===== src/hdl/tsp_swap_hill_climb_unit_macros.svh =====
// assertion macros for the swap hill climb unit
`ifndef TSP_SWAP_HILL_CLIMB_UNIT_MACROS_SVH
`define TSP_SWAP_HILL_CLIMB_UNIT_MACROS_SVH

// same-cycle implication, clocked on clk, disabled in reset
`define TSP_ASSERT_IMP(lbl, ante, cons, msg) \
	lbl: assert property (@(posedge clk) disable iff (!arst_n) (ante) |-> (cons)) \
		else $error(msg);

// next-cycle implication, clocked on clk, disabled in reset
`define TSP_ASSERT_NXT(lbl, ante, cons, msg) \
	lbl: assert property (@(posedge clk) disable iff (!arst_n) (ante) |=> (cons)) \
		else $error(msg);

`endif


===== src/hdl/tsp_shc_pkg.sv =====
// shared types and constants of the swap hill climb unit
`default_nettype none

package tsp_shc_pkg;

	localparam int COST_W     = 14;
	localparam int MARGIN_W   = 15;
	localparam int CITY_CNT_W = 4;
	localparam int ITER_W     = 16;
	localparam int CITY_W     = 3;
	localparam int POS_W      = 3;
	localparam int DVAL_W     = 8;
	localparam int CFG_IDX_W  = 2;
	localparam int CFG_DATA_W = 16;

	localparam logic [COST_W-1:0] COST_MAX = '1;

	localparam logic [CFG_IDX_W-1:0] CFG_ACCEPT_MARGIN = 2'd0;
	localparam logic [CFG_IDX_W-1:0] CFG_CITY_COUNT    = 2'd1;
	localparam logic [CFG_IDX_W-1:0] CFG_ITER_LIMIT    = 2'd2;

	typedef enum logic [1:0] {
		CMD_LOAD_DIST = 2'd0,
		CMD_LOAD_TOUR = 2'd1,
		CMD_EVAL      = 2'd2,
		CMD_SWAP      = 2'd3
	} cmd_t;

	typedef struct packed {
		cmd_t              cmd;
		logic [CITY_W-1:0] city_a;
		logic [CITY_W-1:0] city_b;
		logic [DVAL_W-1:0] dist_value;
		logic [POS_W-1:0]  pos_a;
		logic [POS_W-1:0]  pos_b;
	} req_item_t;

	typedef struct packed {
		logic [COST_W-1:0] candidate_cost;
		logic [COST_W-1:0] best_cost;
		logic              accepted;
		logic              status;
	} rsp_item_t;

endpackage

`default_nettype wire


===== src/hdl/tsp_shc_if.sv =====
// request, result and configuration channel interfaces
`default_nettype none

interface tsp_shc_req_if import tsp_shc_pkg::*; ();
	logic      valid;
	logic      ready;
	req_item_t item;

	modport source (output valid, output item, input ready);
	modport sink (input valid, input item, output ready);
endinterface

interface tsp_shc_rsp_if import tsp_shc_pkg::*; ();
	logic      valid;
	logic      ready;
	rsp_item_t item;

	modport source (output valid, output item, input ready);
	modport sink (input valid, input item, output ready);
endinterface

interface tsp_shc_cfg_if import tsp_shc_pkg::*; ();
	logic                  valid;
	logic                  ready;
	logic [CFG_IDX_W-1:0]  index;
	logic [CFG_DATA_W-1:0] data;

	modport source (output valid, output index, output data, input ready);
	modport sink (input valid, input index, input data, output ready);
endinterface

`default_nettype wire


===== src/hdl/tsp_swap_hill_climb_unit.sv =====
// top level of the two-position swap hill climb unit for open tsp paths
//
// channels: req takes one command item (load distance, load tour position,
// evaluate, try swap), rsp returns exactly one result item per command, cfg
// writes accept_margin, city_count and iteration_limit and is always ready.
// the block takes one item at a time; req.ready is high only while idle.
// load distance writes the entry and then its mirror, load tour writes one
// position, and a swap try past the limit or with a position outside the
// tour answers without a sweep. evaluate and in-range swap sweep the n
// cities in use, and a taken swap is then written back into the tour,
// position a then position b. the sweep reads one tour entry and one
// distance per cycle through the single read port of each ram and adds it
// in one shared saturating adder.
// reset clears the cost, the try count and the config registers to their
// defaults; distance table and tour hold nothing defined until loaded.
// a stalled result sits in the output register; the next item is already
// accepted and worked on, and its result waits until the register frees.
`default_nettype none

`include "tsp_swap_hill_climb_unit_macros.svh"

module tsp_swap_hill_climb_unit import tsp_shc_pkg::*; #(
	parameter int MAX_CITIES = 8,
	parameter int DIST_BITS  = 8
) (
	input wire logic       clk,
	input wire logic       arst_n,
	tsp_shc_req_if.sink    req,
	tsp_shc_rsp_if.source  rsp,
	tsp_shc_cfg_if.sink    cfg
);

	localparam int CW = $clog2(MAX_CITIES);
	localparam int NW = $clog2(MAX_CITIES + 1);
	localparam int PW = (CW > POS_W) ? CW : POS_W;
	localparam int AW = 2 * CW;
	localparam int SW = ((COST_W > DIST_BITS) ? COST_W : DIST_BITS) + 1;

	typedef enum logic [2:0] {
		ST_IDLE,
		ST_DIST2,
		ST_SWEEP,
		ST_DRAIN,
		ST_WB_A,
		ST_WB_B,
		ST_RESP
	} state_t;

	state_t state_q;

	// config registers
	logic signed [MARGIN_W-1:0] margin_q;
	logic [CITY_CNT_W-1:0]      city_cnt_q;
	logic [ITER_W-1:0]          iter_lim_q;

	// item fields and sequencer
	cmd_t                 cmd_q;
	logic [CITY_W-1:0]    ca_q;
	logic [CITY_W-1:0]    cb_q;
	logic [DIST_BITS-1:0] dv_q;
	logic [POS_W-1:0]     pa_q;
	logic [POS_W-1:0]     pb_q;
	logic                 swap_q;
	logic [CW-1:0]        rd_pos_q;
	logic [CW-1:0]        last_pos_q;
	logic [CW-1:0]        prev_q;
	logic [CW-1:0]        val_pa_q;
	logic [CW-1:0]        val_pb_q;
	logic                 t_v_s1;
	logic [CW-1:0]        t_pos_s1;
	logic                 d_v_s2;
	logic [COST_W-1:0]    sum_q;

	// tour state and results
	logic [COST_W-1:0] cost_q;
	logic [ITER_W-1:0] tries_q;
	logic [COST_W-1:0] res_cand_q;
	logic              res_acc_q;
	logic              res_stat_q;
	logic              out_vld_q;
	rsp_item_t         out_item_q;

	// ram ports
	logic                 t_we;
	logic [CW-1:0]        t_waddr;
	logic [CW-1:0]        t_wdata;
	logic [CW-1:0]        t_raddr;
	logic [CW-1:0]        t_rdata;
	logic                 d_we;
	logic [AW-1:0]        d_waddr;
	logic [DIST_BITS-1:0] d_wdata;
	logic [AW-1:0]        d_raddr;
	logic [DIST_BITS-1:0] d_rdata;

	logic                     in_acc;
	logic [NW-1:0]            n_c;
	logic                     dist_ok;
	logic                     tour_ok;
	logic                     swap_ok;
	logic [SW-1:0]            sum_ext;
	logic signed [COST_W+1:0] diff_c;
	logic signed [COST_W+1:0] margin_ext;

	assign in_acc    = req.valid && req.ready;
	assign req.ready = (state_q == ST_IDLE);
	assign cfg.ready = 1'b1;
	assign rsp.valid = out_vld_q;
	assign rsp.item  = out_item_q;

	always_comb begin
		if (int'(city_cnt_q) >= MAX_CITIES) begin
			n_c = NW'(MAX_CITIES);
		end else begin
			n_c = NW'(city_cnt_q);
		end
	end

	assign dist_ok = (int'(req.item.city_a) < MAX_CITIES) && (int'(req.item.city_b) < MAX_CITIES);
	assign tour_ok = (int'(req.item.pos_a) < MAX_CITIES) && (int'(req.item.city_a) < MAX_CITIES);
	assign swap_ok = (int'(req.item.pos_a) < int'(n_c)) && (int'(req.item.pos_b) < int'(n_c));

	// shared saturating adder and accept compare
	assign sum_ext    = SW'(sum_q) + SW'(d_rdata);
	assign diff_c     = signed'((COST_W + 2)'(sum_q)) - signed'((COST_W + 2)'(cost_q));
	assign margin_ext = (COST_W + 2)'(margin_q);

	// swapped view of the tour during a try
	always_comb begin
		if (swap_q && (PW'(rd_pos_q) == PW'(pa_q))) begin
			t_raddr = CW'(pb_q);
		end else if (swap_q && (PW'(rd_pos_q) == PW'(pb_q))) begin
			t_raddr = CW'(pa_q);
		end else begin
			t_raddr = rd_pos_q;
		end
	end

	assign d_raddr = {prev_q, t_rdata};

	always_comb begin
		t_we    = 1'b0;
		t_waddr = CW'(req.item.pos_a);
		t_wdata = CW'(req.item.city_a);
		d_we    = 1'b0;
		d_waddr = {CW'(req.item.city_a), CW'(req.item.city_b)};
		d_wdata = DIST_BITS'(req.item.dist_value);
		unique case (state_q)
			ST_IDLE: begin
				if (in_acc && (req.item.cmd == CMD_LOAD_DIST) && dist_ok) begin
					d_we = 1'b1;
				end
				if (in_acc && (req.item.cmd == CMD_LOAD_TOUR) && tour_ok) begin
					t_we = 1'b1;
				end
			end
			ST_DIST2: begin
				d_we    = 1'b1;
				d_waddr = {CW'(cb_q), CW'(ca_q)};
				d_wdata = dv_q;
			end
			ST_WB_A: begin
				t_we    = 1'b1;
				t_waddr = CW'(pa_q);
				t_wdata = val_pa_q;
			end
			ST_WB_B: begin
				t_we    = 1'b1;
				t_waddr = CW'(pb_q);
				t_wdata = val_pb_q;
			end
			default: ;
		endcase
	end

	tsp_shc_ram #(
		.WIDTH (CW),
		.DEPTH (MAX_CITIES)
	) u_tour_ram (
		.clk   (clk),
		.we    (t_we),
		.waddr (t_waddr),
		.wdata (t_wdata),
		.raddr (t_raddr),
		.rdata (t_rdata)
	);

	tsp_shc_ram #(
		.WIDTH (DIST_BITS),
		.DEPTH (1 << AW)
	) u_dist_ram (
		.clk   (clk),
		.we    (d_we),
		.waddr (d_waddr),
		.wdata (d_wdata),
		.raddr (d_raddr),
		.rdata (d_rdata)
	);

	always_ff @(posedge clk or negedge arst_n) begin
		if (!arst_n) begin
			margin_q   <= '0;
			city_cnt_q <= CITY_CNT_W'(8);
			iter_lim_q <= ITER_W'(100);
		end else if (cfg.valid) begin
			unique case (cfg.index)
				CFG_ACCEPT_MARGIN: margin_q   <= cfg.data[MARGIN_W-1:0];
				CFG_CITY_COUNT:    city_cnt_q <= cfg.data[CITY_CNT_W-1:0];
				CFG_ITER_LIMIT:    iter_lim_q <= cfg.data[ITER_W-1:0];
				default: ;
			endcase
		end
	end

	always_ff @(posedge clk or negedge arst_n) begin
		if (!arst_n) begin
			state_q    <= ST_IDLE;
			cmd_q      <= CMD_LOAD_DIST;
			ca_q       <= '0;
			cb_q       <= '0;
			dv_q       <= '0;
			pa_q       <= '0;
			pb_q       <= '0;
			swap_q     <= 1'b0;
			rd_pos_q   <= '0;
			last_pos_q <= '0;
			prev_q     <= '0;
			val_pa_q   <= '0;
			val_pb_q   <= '0;
			t_v_s1     <= 1'b0;
			t_pos_s1   <= '0;
			d_v_s2     <= 1'b0;
			sum_q      <= '0;
			cost_q     <= '0;
			tries_q    <= '0;
			res_cand_q <= '0;
			res_acc_q  <= 1'b0;
			res_stat_q <= 1'b0;
			out_vld_q  <= 1'b0;
			out_item_q <= '0;
		end else begin
			// sweep pipeline: tour read, distance read, accumulate
			t_v_s1   <= (state_q == ST_SWEEP);
			t_pos_s1 <= rd_pos_q;
			d_v_s2   <= t_v_s1 && (t_pos_s1 != '0);
			if (t_v_s1) begin
				prev_q <= t_rdata;
				if (PW'(t_pos_s1) == PW'(pa_q)) begin
					val_pa_q <= t_rdata;
				end
				if (PW'(t_pos_s1) == PW'(pb_q)) begin
					val_pb_q <= t_rdata;
				end
			end
			if (d_v_s2) begin
				sum_q <= (sum_ext > SW'(COST_MAX)) ? COST_MAX : COST_W'(sum_ext);
			end

			if (out_vld_q && rsp.ready && (state_q != ST_RESP)) begin
				out_vld_q <= 1'b0;
			end

			unique case (state_q)
				ST_IDLE: begin
					if (in_acc) begin
						cmd_q      <= req.item.cmd;
						ca_q       <= req.item.city_a;
						cb_q       <= req.item.city_b;
						dv_q       <= DIST_BITS'(req.item.dist_value);
						pa_q       <= req.item.pos_a;
						pb_q       <= req.item.pos_b;
						sum_q      <= '0;
						rd_pos_q   <= '0;
						last_pos_q <= CW'(n_c - NW'(1));
						swap_q     <= 1'b0;
						res_cand_q <= '0;
						res_acc_q  <= 1'b0;
						res_stat_q <= 1'b0;
						unique case (req.item.cmd)
							CMD_LOAD_DIST: begin
								state_q <= dist_ok ? ST_DIST2 : ST_RESP;
							end
							CMD_LOAD_TOUR: begin
								state_q <= ST_RESP;
							end
							CMD_EVAL: begin
								tries_q <= '0;
								state_q <= (n_c != '0) ? ST_SWEEP : ST_DRAIN;
							end
							CMD_SWAP: begin
								if (tries_q >= iter_lim_q) begin
									res_stat_q <= 1'b1;
									state_q    <= ST_RESP;
								end else begin
									tries_q <= tries_q + ITER_W'(1);
									if (swap_ok) begin
										swap_q  <= 1'b1;
										state_q <= ST_SWEEP;
									end else begin
										state_q <= ST_RESP;
									end
								end
							end
						endcase
					end
				end
				ST_DIST2: begin
					state_q <= ST_RESP;
				end
				ST_SWEEP: begin
					rd_pos_q <= rd_pos_q + CW'(1);
					if (rd_pos_q == last_pos_q) begin
						state_q <= ST_DRAIN;
					end
				end
				ST_DRAIN: begin
					if (!t_v_s1 && !d_v_s2) begin
						res_cand_q <= sum_q;
						if (cmd_q == CMD_EVAL) begin
							cost_q  <= sum_q;
							state_q <= ST_RESP;
						end else if (diff_c <= margin_ext) begin
							cost_q    <= sum_q;
							res_acc_q <= 1'b1;
							state_q   <= ST_WB_A;
						end else begin
							state_q <= ST_RESP;
						end
					end
				end
				ST_WB_A: begin
					state_q <= ST_WB_B;
				end
				ST_WB_B: begin
					state_q <= ST_RESP;
				end
				ST_RESP: begin
					if (!out_vld_q || rsp.ready) begin
						out_vld_q                 <= 1'b1;
						out_item_q.candidate_cost <= res_cand_q;
						out_item_q.best_cost      <= cost_q;
						out_item_q.accepted       <= res_acc_q;
						out_item_q.status         <= res_stat_q;
						state_q                   <= ST_IDLE;
					end
				end
				default: begin
					state_q <= ST_IDLE;
				end
			endcase
		end
	end

	`TSP_ASSERT_IMP(a_dist_after_tour, d_v_s2, $past(t_v_s1), "distance read without tour read")
	`TSP_ASSERT_IMP(a_idle_pipe_empty, state_q == ST_IDLE, !t_v_s1 && !d_v_s2, "sweep busy in idle")
	`TSP_ASSERT_IMP(a_wb_only_accepted, state_q == ST_WB_A || state_q == ST_WB_B, res_acc_q,
		"tour written back for a rejected swap")
	`TSP_ASSERT_IMP(a_acc_cost_match, out_vld_q && out_item_q.accepted,
		out_item_q.candidate_cost == out_item_q.best_cost, "accepted cost differs from best")
	`TSP_ASSERT_IMP(a_limit_reject, out_vld_q && out_item_q.status,
		!out_item_q.accepted && (out_item_q.candidate_cost == '0), "limit reject carries a move")
	`TSP_ASSERT_NXT(a_try_counted, in_acc && (req.item.cmd == CMD_SWAP) && (tries_q < iter_lim_q),
		tries_q == ITER_W'($past(tries_q) + ITER_W'(1)), "swap try not counted")

endmodule

`default_nettype wire


===== src/hdl/tsp_shc_ram.sv =====
// generic single write port ram with registered read
`default_nettype none

module tsp_shc_ram #(
	parameter int WIDTH = 8,
	parameter int DEPTH = 64
) (
	input  wire logic                     clk,
	input  wire logic                     we,
	input  wire logic [$clog2(DEPTH)-1:0] waddr,
	input  wire logic [WIDTH-1:0]         wdata,
	input  wire logic [$clog2(DEPTH)-1:0] raddr,
	output logic      [WIDTH-1:0]         rdata
);

	logic [WIDTH-1:0] mem [DEPTH];

	always_ff @(posedge clk) begin
		if (we) begin
			mem[waddr] <= wdata;
		end
		rdata <= mem[raddr];
	end

endmodule

`default_nettype wire


===== src/flat_wrapper.sv =====
// flat-port wrapper written by rule: the top's interface ports become plain ports
module tsp_swap_hill_climb_unit_flat import tsp_shc_pkg::*;
#(
	parameter int MAX_CITIES = 8,
	parameter int DIST_BITS  = 8
)
  (clk, arst_n, req_valid, req_item, req_ready, rsp_valid, rsp_item, rsp_ready, cfg_valid, cfg_index, cfg_data, cfg_ready);
  tsp_shc_req_if req_i ();
  tsp_shc_rsp_if rsp_i ();
  tsp_shc_cfg_if cfg_i ();
  input wire logic clk;
  input wire logic arst_n;
  input wire logic [$bits(req_i.valid)-1:0] req_valid;
  input wire logic [$bits(req_i.item)-1:0] req_item;
  output wire logic [$bits(req_i.ready)-1:0] req_ready;
  output wire logic [$bits(rsp_i.valid)-1:0] rsp_valid;
  output wire logic [$bits(rsp_i.item)-1:0] rsp_item;
  input wire logic [$bits(rsp_i.ready)-1:0] rsp_ready;
  input wire logic [$bits(cfg_i.valid)-1:0] cfg_valid;
  input wire logic [$bits(cfg_i.index)-1:0] cfg_index;
  input wire logic [$bits(cfg_i.data)-1:0] cfg_data;
  output wire logic [$bits(cfg_i.ready)-1:0] cfg_ready;
  assign req_i.valid = req_valid;
  assign req_i.item = req_item;
  assign req_ready = req_i.ready;
  assign rsp_valid = rsp_i.valid;
  assign rsp_item = rsp_i.item;
  assign rsp_i.ready = rsp_ready;
  assign cfg_i.valid = cfg_valid;
  assign cfg_i.index = cfg_index;
  assign cfg_i.data = cfg_data;
  assign cfg_ready = cfg_i.ready;
  tsp_swap_hill_climb_unit #(.MAX_CITIES(MAX_CITIES), .DIST_BITS(DIST_BITS)) u_core (.clk(clk), .arst_n(arst_n), .req(req_i), .rsp(rsp_i), .cfg(cfg_i));
endmodule

===== config.mk =====
export PLATFORM = sky130hd
export DESIGN_NAME = tsp_swap_hill_climb_unit_flat
export DESIGN_NICKNAME = d
export VERILOG_FILES = /design/src/hdl/tsp_shc_pkg.sv /design/src/hdl/tsp_shc_if.sv /design/src/hdl/tsp_swap_hill_climb_unit.sv /design/src/hdl/tsp_shc_ram.sv /design/src/flat_wrapper.sv
export VERILOG_INCLUDE_DIRS = /design/src /design/src/hdl
export SDC_FILE = /design/constraint.sdc
export NUM_CORES = 1
export LEC_CHECK = 0
export BUFFER_PORTS_ARGS = -buffer_cell sky130_fd_sc_hd__clkbuf_2
export CORE_ASPECT_RATIO = 0.6
export CORE_MARGIN = 2
export CORE_UTILIZATION = 50
export CTS_CLUSTER_DIAMETER = 60
export DETAILED_ROUTE_END_ITERATION = 8
export PLACE_DENSITY = 0.63
export SLEW_MARGIN = 10
export SYNTH_ARGS = -nofsm -noshare
export SYNTH_HDL_FRONTEND = slang
export SYNTH_SLANG_ARGS = --single-unit

===== constraint.sdc =====
create_clock -name clk -period 5 [get_ports clk]
set_input_delay 0.75 -clock clk [delete_from_list [all_inputs] [get_ports clk]]
set_output_delay 0.75 -clock clk [all_outputs]
set_load 0.03 [all_outputs]

==> metrics.md, run 1 <==
| Metric | Value |
|---|---|
| Number of setup violations in the final report | `0` |
| Pre-antenna DRT Iters | `5` |
| First-pass GRT wire length | `107000 um` |
| Initial antenna violation count | `0` |
| DRC viols | `0` |
| Worst path arrival time | `5.08 ns` |
| CP delay by family, top | `compound AO/OA/AOI/OAI gates` |
| CP required | `5.48 ns` |
| Num ports | `78` |
| Layout area overhead | `11.7%` |
| Vias in the first global route | `16.2k` |
| Post-synth top area cell | `edfxtp_1` |
| Cell mode on critical path | `a21oi_1` |
| Initial Utilization | `50.9%` |
| Most common cell in the netlist | `edfxtp_1` |
| Post-DP HPWL | `47900 um` |
| Filler cell count | `4553` |
| CTS clk-pin slew, worst paths | `0.07 ns` |
| Peak supply drop | `0.000302 V` |
| Largest net degree at the start of global routing | `103` |
| Post-Syn Nets | `1940` |
| Setup_tns | `0 ns` |
| Max-cap check violation count | `0` |
| Post-synth EDFFs | `536` |
| Commonest cells in the synthesized netlist | `edfxtp_1, dfrtp_1, mux4_2` |
| Area share of the largest cell type after synthesis | `53.1%` |
| # rows | `69` |
| Final wirelength | `71500 um` |
| HP Class | `input pin to async pin` |
| Ratio of cells with drive above 1 in the final layout | `24.5%` |
| Crit end category | `register` |
| Die Ht | `195 um` |
| Vias | `16.8k` |
| CTS Buf Count | `66` |
| Cell area after synthesis | `30300 sq um` |
| Worst-margin pin slew | `1.07 ns` |
| Synth cell types | `69` |
| Vias per cell | `6.06` |
| Routability Congestion | `0.887` |
| Post-DRT Antenna Nets | `0` |
| Syn_area_per_cell | `16.5 sq um` |
| Slew Viols, Final | `0` |
| Finished Layout Cells | `2770` |
| Root Driver | `clkbuf_16` |
| Die W | `322 um` |
| Top cells by area, synth | `edfxtp_1, dfrtp_1, mux4_2, mux2_2, ha_1` |
| Total congestion overflow | `0` |
| Final net count | `2049` |
| Tcrit/Tclk final | `92.1%` |
| Cells after synthesis | `1832` |
| Worst-path fanout max | `14` |
| CTS Sinks | `719` |
| Critical path, cell by cell | `inv_1, ha_1, fa_1, nor2b_1, o21a_1, a311o_1, a211o_1, a21oi_1, o21bai_1, a21oi_1, ha_1, and4_1, nand2_1, a21oi_1, a2111oi_0, a21oi_1, a311o_2, mux2_2` |
| Worst skew pair latency | `0.60 ns` |
| Wire length per cell | `25.8 um` |
| Pleak | `12.3 nW` |
| F_max | `217 MHz` |
| Hold Fails Final Rpt | `0` |
| DRT iter0 DRCs | `1826` |
| RSZ-0062 raised after global routing | `no` |
| Crit path buffers/inverters | `1` |
| Synth Register Bits | `719` |
| Post-synth ARST share | `23.9%` |
| CP startpoint kind | `register` |
| Main flop type after synthesis | `edfxtp_1` |
| Core Area | `59600 sq um` |
| Crit Path Class | `register to register` |
| Overall routing resource usage | `23.2%` |
| # placed instances | `2654` |
| Port Buffer Count | `76` |
| Status | `completed` |
| R2R depth | `18` |
| Worst-case clock skew | `0.0171 ns` |
| Share of the yosys chip area belonging to registers | `68.1%` |
| Crit path depth | `18` |
| Critical Path Slowest Stage Cell | `a311o_2` |
| Period minus WS final | `4.60 ns` |
| Die area | `62600 sq um` |
| Synth warn | `0` |
| CTS tree | `yes` |
| Hold buffers post-CTS | `0` |
| CP max stage delay | `0.57 ns` |
| CTS H-Tree Depth | `3` |
| Final Power | `19.8 mW` |
| Number of diodes | `0` |
| Pwr per Cell Area | `585 nW/um^2` |
| Slew headroom | `28.7%` |
| Worst-case clock buffer depth | `3` |
==> where the power goes <==
| group | switching, mW | internal [mW] |
|---|---|---|
| clock network | 2.19 | 2.82 |
| logic | 3.75 | 2.99 |
| registers | 0.778 | 7.26 |
==> state kept, by name (all words and copies together) (netlist names), 4 cells and up <==
register,cells
u_core.cost_q,14
u_core.rsp.item,30
u_core.u_dist_ram.rdata,8
u_core.u_tour_ram.mem,24
u_core.dv_q,8
u_core.tries_q,16
u_core.city_cnt_q,4
u_core.res_cand_q,14
u_core.margin_q,15
u_core.u_dist_ram.mem,512
u_core.sum_q,14
u_core.iter_lim_q,16
==> timing repair <==
action                                  4_1_cts  5_1_grt
buffers inserted                              0        0
gates resized for setup                       0        1
endpoints found under the setup margin        0       12
==> layer usage <==
layer | track usage [%] | part of all wire (%)
met1 | 39.4 | 49
met2 | 29.2 | 40
met3 | 6.84 | 9.6
met4 | 4.31 | 1.4
met5 | 0 | 0
==> per-stage QoR <==
step                setup slack [ns]  hold slack (ns)  util [%]  area (sq um)
floorplan                      0.938            0.355         -         30300
global placement               0.372            0.453      53.2         31700
detailed placement             0.379            0.463      53.2         31700
CTS                            0.333            0.302      56.8         33800
global route                  0.0287            0.334      56.8         33800
finish                         0.395            0.282      56.8         33800
==> cell type report <==
| type | instances | area, sq um | area share, % |
|---|---|---|---|
| clock buffer | 87 | 1890 | 5.58 |
| timing repair buffer | 120 | 754 | 2.23 |
| multi-input combinational | 973 | 9120 | 27.0 |
| inverter | 61 | 229 | 0.677 |
| tap | 781 | 977 | 2.89 |
| sequential | 719 | 20600 | 61.0 |
| clock inverter | 29 | 236 | 0.699 |
==> layout by cell type (no fill, tap or decap), types with 7 or more instances in the layout <==
| cell type | synthesis | routed |
|---|---|---|
| edfxtp_1 | 536 | 536 |
| dfrtp_1 | 168 | 168 |
| mux4_2 | 160 | 160 |
| nand2_1 | 159 | 159 |
| nor2_1 | 120 | 118 |
| mux2_2 | 85 | 84 |
| clkbuf_2 | 0 | 75 |
| o21ai_0 | 71 | 71 |
| clkbuf_16 | 0 | 71 |
| inv_1 | 61 | 61 |
| ha_1 | 61 | 61 |
| buf_4 | 2 | 41 |
| a21oi_1 | 39 | 39 |
| mux2i_1 | 36 | 36 |
| xnor2_1 | 21 | 21 |
| nand3_1 | 19 | 19 |
| a22oi_1 | 17 | 17 |
| a22o_1 | 14 | 14 |
| nand2b_1 | 13 | 13 |
| nor2b_1 | 12 | 12 |
| xor2_1 | 12 | 12 |
| clkinv_2 | 0 | 12 |
| nor3_1 | 11 | 11 |
| nand3b_1 | 11 | 11 |
| a211oi_1 | 9 | 9 |
| clkbuf_1 | 51 | 9 |
| o21a_1 | 8 | 8 |
| nand4_1 | 8 | 8 |
| and3_1 | 8 | 8 |
| dfxtp_1 | 11 | 8 |
| a21o_1 | 7 | 7 |
==> logic make-up after synthesis <==
group                      share of synthesized area, %
DFF                                                68.1
and+or+nand+nor                                    5.67
muxes                                              16.3
AOI/OAI and AO/OA                                  4.42
buffers and inverters                              1.91
adders and majority gates                          2.65
xor gates and xnor gates                          0.954
other                                            0.0124
==> path summary, 6_finish.rpt <==
kind,start,endpoint,slack (ns)
worst max-delay path,u_core.sum_q[0],u_core.cost_q[9],0.40
worst min-delay path,arst_n,u_core.iter_lim_q[3],0.28
worst max register to register,u_core.sum_q[0],u_core.cost_q[9],0.40
worst min register to register,u_core.dv_q[5],u_core.dv_q[5],0.48
max in group asynchronous,arst_n,u_core.sum_q[3],3.61
min in group clk,req_item[9],u_core.dv_q[3],0.36
Power figures use the tool's default switching activity.
==> run 2, diff against run 1 <==
Settings changed: RECOVER_POWER set to 100, SYNTH_HIERARCHICAL set to 1.
==> run 2 against run 1 <==
  * Die area is 0.80% higher
  * The flow now finishes with violations (max-capacitance violations, max-slew violations)
  * Highest routed layer unchanged
  * Critical path depth is 13 lower
  * Register-to-register slack better by 0.15 ns
  * Largest cell class unchanged
  * Clock power is 2% higher
==> metrics.md, run 2 <==
| Metric | Value |
|---|---|
| Peak supply drop | `0.000327 V (+8.4%)` |
| CTS Buf Count | `68 (+3.0%)` |
| Pleak | `12.0 nW (-2.3%)` |
| DRC viols | `0 (unchanged)` |
| Post-Syn Nets | `2040 (+5.2%)` |
| F_max | `225 MHz (+3.4%)` |
| Layout area overhead | `10.9%` |
| Cell area after synthesis | `30500 sq um (+0.81%)` |
| CP startpoint kind | `register` |
| Die Ht | `195 um (+0.40%)` |
| Main flop type after synthesis | `edfxtp_1` |
| Crit path buffers/inverters | `1 (unchanged)` |
| Commonest non-fill, non-tap cell in the layout | `edfxtp_1` |
| Critical path, cell by cell | `buf_4, mux4_2, mux2_2, o311ai_0, nand2_1` |
| Port Buffer Count | `76 (unchanged)` |
| Num ports | `78 (unchanged)` |
| Core Area | `60700 sq um (+1.9%)` |
| Pre-CTS setup slack | `0.863 ns (+0.484 ns)` |
| CTS resizes | `0 (unchanged)` |
| Synth cell types | `74 (+7.2%)` |
| Pwr per Cell Area | `597 nW/um^2 (+2.1%)` |
| Initial antenna violation count | `5 (+5)` |
| Post-synth top area cell | `edfxtp_1` |
| Largest net degree at the start of global routing | `93 (-9.7%)` |
| Root Driver | `clkbuf_16` |
| Vias | `17.2k (+2.8%)` |
| Cell area after layout | `33900 sq um (about the same)` |
| Vias in the first global route | `16.7k (+3.0%)` |
| Area share of the largest cell type after synthesis | `52.7% (-0.43 points)` |
| Die area | `63100 sq um (+0.80%)` |
| Crit end category | `register` |
| Tcrit/Tclk final | `89.1% (-3.0 points)` |
| Placement Cell Area | `31800 sq um (+0.37%)` |
| Ratio of cells with drive above 1 in the final layout | `18.8% (-5.7 points)` |
| Max-cap check violation count | `8 (+8)` |
| Period minus WS final | `4.45 ns (-0.151 ns)` |
| Top cells by area, synth | `edfxtp_1, dfrtp_1, mux4_2, mux2_2, ha_1` |
| Hold buffers post-CTS | `0 (unchanged)` |
| Post-synth ARST share | `23.9% (unchanged)` |
| CTS Sinks | `719 (unchanged)` |
| Initial Utilization | `50.3% (-0.54 points)` |
| Most flops, register | `u_core/u_dist_ram/mem` |
| Worst skew pair latency | `0.61 ns (about the same)` |
| Final net count | `2131 (+4.0%)` |
| DRT iter0 DRCs | `2102 (+15%)` |
| First-pass GRT wire length | `108000 um (+1.1%)` |
| Hold Fails Final Rpt | `0 (unchanged)` |
| Slew Viols, Final | `414 (+414)` |
| Worst-path fanout max | `55 (+41)` |
| Slew headroom | `-84.3% (-110 points)` |
| Final wirelength | `71400 um (about the same)` |
| Share of the yosys chip area belonging to registers | `67.5% (-0.55 points)` |
| Worst-margin pin slew | `2.77 ns (+1.70 ns)` |
| Total setup buffers inserted after CTS | `0 (unchanged)` |
| CP required | `5.42 ns (-0.06 ns)` |
| Max FFs per register | `512 (unchanged)` |
| Commonest non-fill, non-tap cells in the layout | `edfxtp_1, dfrtp_1, nand2_1` |
| Commonest cells in the synthesized netlist | `edfxtp_1, dfrtp_1, nand2_1` |
| Critical Path Slowest Stage Cell | `dfxtp_1` |
| CP delay by family, top | `flip-flops` |
| Wire length per cell | `24.6 um (-4.7%)` |
| Final WS setup | `0.546 ns (+0.151 ns)` |
| Worst-case clock buffer depth | `3 (unchanged)` |
| Vias per cell | `5.94 (-2.0%)` |
| Die W | `323 um (+0.40%)` |
| Number of setup violations in the final report | `0 (unchanged)` |
| Setup_tns | `0 ns (unchanged)` |
| HP Class | `input pin to register` |
| Most common cell in the netlist | `edfxtp_1` |
| # rows | `70 (+1.4%)` |
| Synth Register Bits | `719 (unchanged)` |
| Worst-case clock skew | `0.0230 ns (+0.00595 ns)` |
| Cells after synthesis | `1932 (+5.5%)` |
| RSZ-0062 raised after global routing | `no` |
| CP max stage delay | `2.18 ns (+1.61 ns)` |
| Synth warn | `6 (+6)` |
| Status | `finished, violations left` |
| Post-DRT Antenna Nets | `0 (unchanged)` |
| CTS clk-pin slew, worst paths | `0.06 ns (about the same)` |
| Worst path arrival time | `4.87 ns (-0.21 ns)` |
| Pre-antenna DRT Iters | `5 (unchanged)` |
| Total congestion overflow | `0 (unchanged)` |
| CTS tree | `yes` |
| Routability Congestion | `0.876 (-1.3%)` |
| Hold slack | `0.357 ns (+0.0755 ns)` |
| Post-synth EDFFs | `536 (unchanged)` |
| Syn_area_per_cell | `15.8 sq um (-4.4%)` |
| Failing checks | `max-capacitance violations, max-slew violations` |
| Post-DP HPWL | `48300 um (+0.90%)` |
| Crit Path Class | `register to register` |
| Overall routing resource usage | `23.3% (+0.077 points)` |
| CTS H-Tree Depth | `3 (unchanged)` |
==> run 2: cell count changes in the layout (fill, tap and decap cells not counted), sizes merged, moves of 8 or more <==
cell,delta
buf,-28
mux4,-28
clkbuf,+22
mux2,+18
nor2,+16
nand3,+15
a22oi,-14
a22o,-12
nor3,+11
a31oi,+9
o221ai,+9
o31ai,+9
xor2,-8
==> run 2: where the power goes <==
part           switching (mW)  internal (mW)
clock network            2.21           2.92
registers               0.856           7.35
logic                    3.91           2.97
total                    6.98           13.2
==> run 2: path summary, 6_finish.rpt <==
path / endpoint / slack, ns / cells past startpoint / startpoint
setup / recovery: u_core/u_dist_ram/rdata[7] / 0.55 / 5 / u_core/u_tour_ram/rdata[2]
hold / removal: u_core/dv_q[3] / 0.36 / 3 / req_item[9]
setup reg to reg: u_core/u_dist_ram/rdata[7] / 0.55 / 5 / u_core/u_tour_ram/rdata[2]
hold reg to reg: u_core/dv_q[7] / 0.48 / 2 / u_core/dv_q[7]
max in group asynchronous: u_core/res_cand_q[3] / 1.20 / 2 / arst_n
min in group asynchronous: u_core/iter_lim_q[7] / 0.82 / 1 / arst_n
==> run 2: metal layers <==
metal | vias up | global-route usage, % | share of wire [%]
met4 | 0 | 4.58 | 1.4
li1 | 7635 | - | -
met3 | 79 | 5.29 | 8.5
met2 | 628 | 29.7 | 40
met5 | - | 0 | 0
met1 | 8903 | 40.0 | 51
==> run 2: worst min-delay path, stage by stage <==
cell and delay [ns]:
clkbuf_2 0.09, nand2_1 0.04, nand2_1 0.04
==> run 2: layout make-up <==
class	count	area, sq um
multi-input combinational	1062	9200
inverter	60	225
sequential	719	20600
antenna	1	2.50
timing repair buffer	112	581
tap	828	1040
fill	4788	26800
clock buffer	89	1870
clock inverter	34	317
==> run 2: kinds of logic after synthesis <==
group | synth area share (%)
DFF | 67.5
and+or+nand+nor | 6.84
muxes | 14.7
AOI/OAI and AO/OA | 5.19
buffers and inverters | 2.32
adders and majority gates | 2.63
xor gates and xnor gates | 0.803
other | 0.0123
==> run 2: per-stage QoR <==
step / instances / power (mW) / util, %
2_1_floorplan: 1932 / 13.0 / -
3_3_place_gp: 2781 / 15.0 / 52.4
3_5_place_dp: 2781 / 15.2 / 52.4
4_1_cts: 2904 / 20.3 / 56.0
5_1_grt: 2905 / 21.3 / 55.8
6_report: 2905 / 20.2 / 55.8
